==> config.mk <==
export PLATFORM = sky130hd
export DESIGN_NAME = lsrc_fifo
export DESIGN_NICKNAME = d
export VERILOG_FILES = /design/src/rtl/core/lsrc_fifo.sv
export SDC_FILE = /design/constraint.sdc
export NUM_CORES = 1
export LEC_CHECK = 0
export BUFFER_PORTS_ARGS = -buffer_cell sky130_fd_sc_hd__buf_2
export CAP_MARGIN = 15
export CORE_ASPECT_RATIO = 0.5
export CORE_UTILIZATION = 45
export DETAILED_ROUTE_END_ITERATION = 7
export GPL_ROUTABILITY_DRIVEN = 0
export GPL_TIMING_DRIVEN = 0
export PLACE_DENSITY = 0.66
export SYNTH_ARGS = -nofsm -noshare
export SYNTH_HDL_FRONTEND = slang
export SYNTH_SLANG_ARGS = --single-unit
export TNS_END_PERCENT = 50
==> constraint.sdc <==
create_clock -name clk -period 3.4 [get_ports clk]
set_input_delay 0.34 -clock clk [delete_from_list [all_inputs] [get_ports clk]]
set_output_delay 0.34 -clock clk [all_outputs]
set_load 0.02 [all_outputs]
==> src/rtl/core/lsrc_fifo.sv <==
`timescale 1ns / 1ps
`default_nettype none
// ----------------------------------------------------------------------------
// Segment clipper queue
// Two-entry queue between the classification front and the division back.
// ----------------------------------------------------------------------------
module lsrc_fifo #(
	parameter int DW = 16
) (
	input  wire logic          clk,
	input  wire logic          arst_n,
	input  wire logic          wr_en,
	input  wire logic [DW-1:0] wr_data,
	input  wire logic          rd_en,
	output logic [DW-1:0]      rd_data,
	output logic               full,
	output logic               empty
);
	logic [DW-1:0] mem_q [2];
	logic          wp_q;
	logic          rp_q;
	logic [1:0]    cnt_q;

	assign full    = (cnt_q == 2'd2);
	assign empty   = (cnt_q == 2'd0);
	assign rd_data = mem_q[rp_q];

	always_ff @(posedge clk) begin
		if (wr_en) begin
			mem_q[wp_q] <= wr_data;
		end
	end

	always_ff @(posedge clk or negedge arst_n) begin
		if (!arst_n) begin
			wp_q  <= 1'b0;
			rp_q  <= 1'b0;
			cnt_q <= 2'd0;
		end else begin
			if (wr_en) begin
				wp_q <= ~wp_q;
			end
			if (rd_en) begin
				rp_q <= ~rp_q;
			end
			if (wr_en && !rd_en) begin
				cnt_q <= cnt_q + 2'd1;
			end else if (!wr_en && rd_en) begin
				cnt_q <= cnt_q - 2'd1;
			end
		end
	end

endmodule
`default_nettype wire

; Word-level counts from Yosys, hierarchy flattened
; Memories as Yosys holds them, arrays and structs flattened.
; Index checks and enable logic that the tools add are counted.
[word_totals]
regBits = 4
ram_bits = 32
input_bits = 20
out_inout_bits = 18
word_cells = 19
memories = 1
[op_classes]
addsub = 2
n_eq_ne = 1
n_mux = 4
bitwise_logic = 2
n_reduce_logical = 6
[memory_table]
columns = memory, depth, word_bits, rd, rd_ports_with_merged_regs, write_ports, line
row1 = mem_q, 2, 16, 1, 0, 1, 19  ; logic [DW-1:0] mem_q [2];
[ops]
columns = op, n
row1 = $mux W2, 2
row2 = $add A2 B1 Y2 const B, 1
row3 = $eq A2 B2 Y1 const B, 1
row4 = $logic_and A1 B1 Y1, 2
row5 = $logic_not A1 Y1, 2
row6 = $logic_not A2 Y1, 1
row7 = $mux W1, 2
row8 = $not A1 Y1, 2
row9 = $reduce_bool A2 Y1, 1
row10 = $sub A2 B1 Y2 const B, 1

; Longest topological paths before layout
[logic_depth]
depth_word = 4
ltp_mapped = 5
ltp_nobuf = 5

; Least setup slack after synthesis
; Ideal clock, no wire load.
[synth_timing]
path_type = register -> register
start = register wp_q
end = memory mem_q[0][0] (enable)
setup_ns = 0.390
arrival_time_ns = 1.139
required_time_ns = 3.010
path_slack_ns = 1.871
stages_incl_launch_ff = 2
n_path_buf = 0
synth_period_minus_slack_ns = 1.529
cell_sequence = dfrtp_1 -> nor2b_1
[synth_lines]
columns = element, line
row1 = "start, declared", 20  ; logic wp_q;
row2 = "start signal, assigned", 41  ; wp_q <= ~wp_q;
row3 = "end, declared", 19
; Straight into the memory's write port.

; Final worst setup path
[layout_timing]
start = register rp_q
end = output port rd_data[1]
[layout_via]
elab_chain_len = 1
[layout_rtl]
columns = element, line
row1 = "start, declared", 21  ; logic rp_q;
row2 = "start signal, assigned", 44  ; rp_q <= ~rp_q;
row3 = $mem_v2 Z2 W16, -
row4 = "end, declared", 15  ; output logic [DW-1:0] rd_data,
; No other way between the ends.

==> flow_metrics.tcl <==
set metrics [dict create \
    outcome "finished clean" \
    synth_warnings 0 \
    design_area_um2 1750 \
    nets 133 \
    min_period_ps 1730 \
    die_y_um 41.3 \
    cp-start-kind "flip-flop" \
    internal_power_uw 1030 \
    cts_buffers 5 \
    fill_cells 205 \
    cts_tree "done" \
    synth.distinct_cells 13 \
    synth_compound_area_share_pct 0 \
    cts_setup_buffers 0 \
    area_growth_pct 25.3 \
    antenna_found_initial 0 \
    io_buffers 37 \
    syn_avg_cell_area_um2 21.1 \
    num_vias 713 \
    h-tree-depth 2 \
    syn_area_um2 1390 \
    power.density_nw_per_um2 854 \
    cts_resized 0 \
    dr.pass1.iters 4 \
    synthSimpleGateAreaFrac_pct 1.89 \
    power.leakage_uw 0.000717 \
    cts_buffer_depth 2 \
    placed_area_um2 1640 \
    drc_errors 0 \
    detail-route-antenna-nets 0 \
    routedWlPerCell_um 14.7 \
    vias_per_cell 4.75 \
    finalSetupViolCount 0 \
    fmax_ghz 0.579 \
    rows 13 \
    layout-drive-gt1-share_pct 55.8 \
    holdPathStages 1 \
    drt_wl_total_um 2200 \
    worstSetupEndpointType "output port" \
    yosys_register_bits 36 \
    rr_worst_depth 2 \
    clkLatencyLatePin_ps 270 \
    path_clk_slew_ps 70 \
    tightest_slew_ps 784 \
    p_comb_share_pct 35.9 \
    synthAdderAreaFrac_pct 0.898 \
    crit_arrival_ps 1390 \
    syn_nets 87 \
    drv_slew 0 \
    die_area_um2 3330 \
    overflow 0 \
    hp-class "in -> reg" \
    drtIter0Drc 10 \
    rsz0062_at_grt "no" \
    grt_pass1_vias 686 \
    ys_seq_area_share_pct 76.2 \
    synthMuxAreaShare_pct 15.4 \
    finalHoldViolations 0 \
    path_class "reg -> out" \
    pin_count 38 \
    core_area_um2 2770 \
    grt.total_usage_pct 14.7 \
    swShare_pct 31.1 \
    place_hpwl_um 1520 \
    synth_top_family_by_area "multiplexers" \
    setup_tns_ps 0 \
    holdWs_ps 250 \
    syn_inst 66 \
    max_slew_margin_pct 47.7 \
    finClkSkew_ps 2.95 \
    root_buffer "clkbuf_8" \
    p_sw_uw 463 \
    start_util_pct 50.4 \
    p_clk_share_pct 21.6 \
    sequentialPowerShare_pct 42.5 \
    num_antenna_cells 0 \
    ir_drop_mv 0.563 \
    synth_xor_area_share_pct 3.14 \
    finalCritPeriodShare_pct 50.8 \
    cts.sinks 36 \
    die_width_um 80.7 \
    grt_max_degree 17 \
    critPathMaxFanout 10 \
    drv_cap 0 \
    cp.required_ps 3060 \
    grt_pass1_wl_um 3110 \
]
Yosys cell counts (all sizes together):
library cell	count	area, um2
and2	1	6.26
dfrtp	4	100
nor2b	2	12.5
xnor2	1	8.76
buf	2	31.3
nor2	2	7.51
xor2	4	35.0
edfxtp	32	961
inv	1	3.75
mux2	16	214
ha	1	12.5
state kept, by name, indices dropped and copies added (netlist names):
register	cells
cnt_q	2
mem_q	32
rp_q	1
wp_q	1
per-layer routing:
layer | share of wire [%] | vias up | track usage, %
met4 | 0.55 | 0 | 8.04
met2 | 54 | 23 | 28.8
met1 | 40 | 350 | 14.3
li1 | - | 338 | -
met3 | 5.3 | 2 | 6.09
met5 | 0 | - | 0
area by class of cell:
| type | instances | area, um2 | share of cell area (%) |
|---|---|---|---|
| clock buffers | 8 | 100 | 5.73 |
| flip-flops and latches | 36 | 1060 | 60.8 |
| plain buffers | 2 | 31.3 | 1.79 |
| repair buffers | 39 | 206 | 11.8 |
| well taps | 37 | 46.3 | 2.65 |
| inverters | 1 | 3.75 | 0.215 |
| multi-input cells | 27 | 297 | 17.0 |
path summary, 6_finish.rpt:
check	startpoint	end	slack, ps
min in group asynchronous	arst_n	cnt_q[1]$_DFFE_PN0P_	410
max in group asynchronous	arst_n	rp_q$_DFFE_PN0P_	2870
min reg2reg	wp_q$_DFFE_PN0P_	wp_q$_DFFE_PN0P_	500
max	rp_q$_DFFE_PN0P_	rd_data[1]	1670
min	wr_data[6]	mem_q[1][6]$_DFFE_PP_	250
max reg2reg	wp_q$_DFFE_PN0P_	mem_q[0][8]$_DFFE_PP_	1860
power groups by stage:
| stage | Clock [uW] | Sequential (uW) | Combinational, uW |
|---|---|---|---|
| after floorplan | 0 | 632 | 397 |
| after global placement | 0 | 635 | 516 |
| after detailed placement | 0 | 644 | 541 |
| after CTS | 329 | 636 | 545 |
| after global routing | 346 | 644 | 570 |
| final | 321 | 633 | 535 |
layout by cell type, fill, tap and decap left out:
cell           Yosys  routed
mux2_4             9       9
xor2_1             4       4
buf_2              0      37
and2_1             1       1
mux2_2             7       7
nor2b_1            2       2
inv_1              1       1
edfxtp_1          32      32
clkbuf_1           0       1
nor2_1             2       2
buf_12             1       1
buf_6              1       2
dlygate4sd3_1      0       1
xnor2_1            1       1
ha_1               1       1
clkbuf_8           0       7
dfrtp_1            4       4
critical path, cell delays in order, from the launching register on:
cell,delay (ps)
dfrtp_1,370
buf_6,140
buf_12,150
mux2_4,290
buf_2,160
timing repair:
action	in CTS	in global routing
setup endpoints to repair	0	0
hold buffers	1	0
endpoints found under the hold margin	4	0
metrics by stage:
stage | cells | utilization [%] | setup slack (ps) | total power, uW
after global routing | 150 | 63.1 | 1630 | 1560
after global placement | 140 | 58.7 | 1500 | 1150
final | 150 | 63.1 | 1670 | 1490
after CTS | 150 | 63.1 | 1660 | 1510
after floorplan | 66 | - | 1870 | 1030
after detailed placement | 141 | 59.1 | 1740 | 1190
kinds of logic (layout without fill, tap and decap cells):
kind of cell | count (synthesis) | after routing
xor+xnor | 5 | 5
flops | 36 | 36
buf+inv | 3 | 50
simple gates | 5 | 5
fa+ha+maj | 1 | 1
mux | 16 | 16
Power figures use the tool's default switching activity.
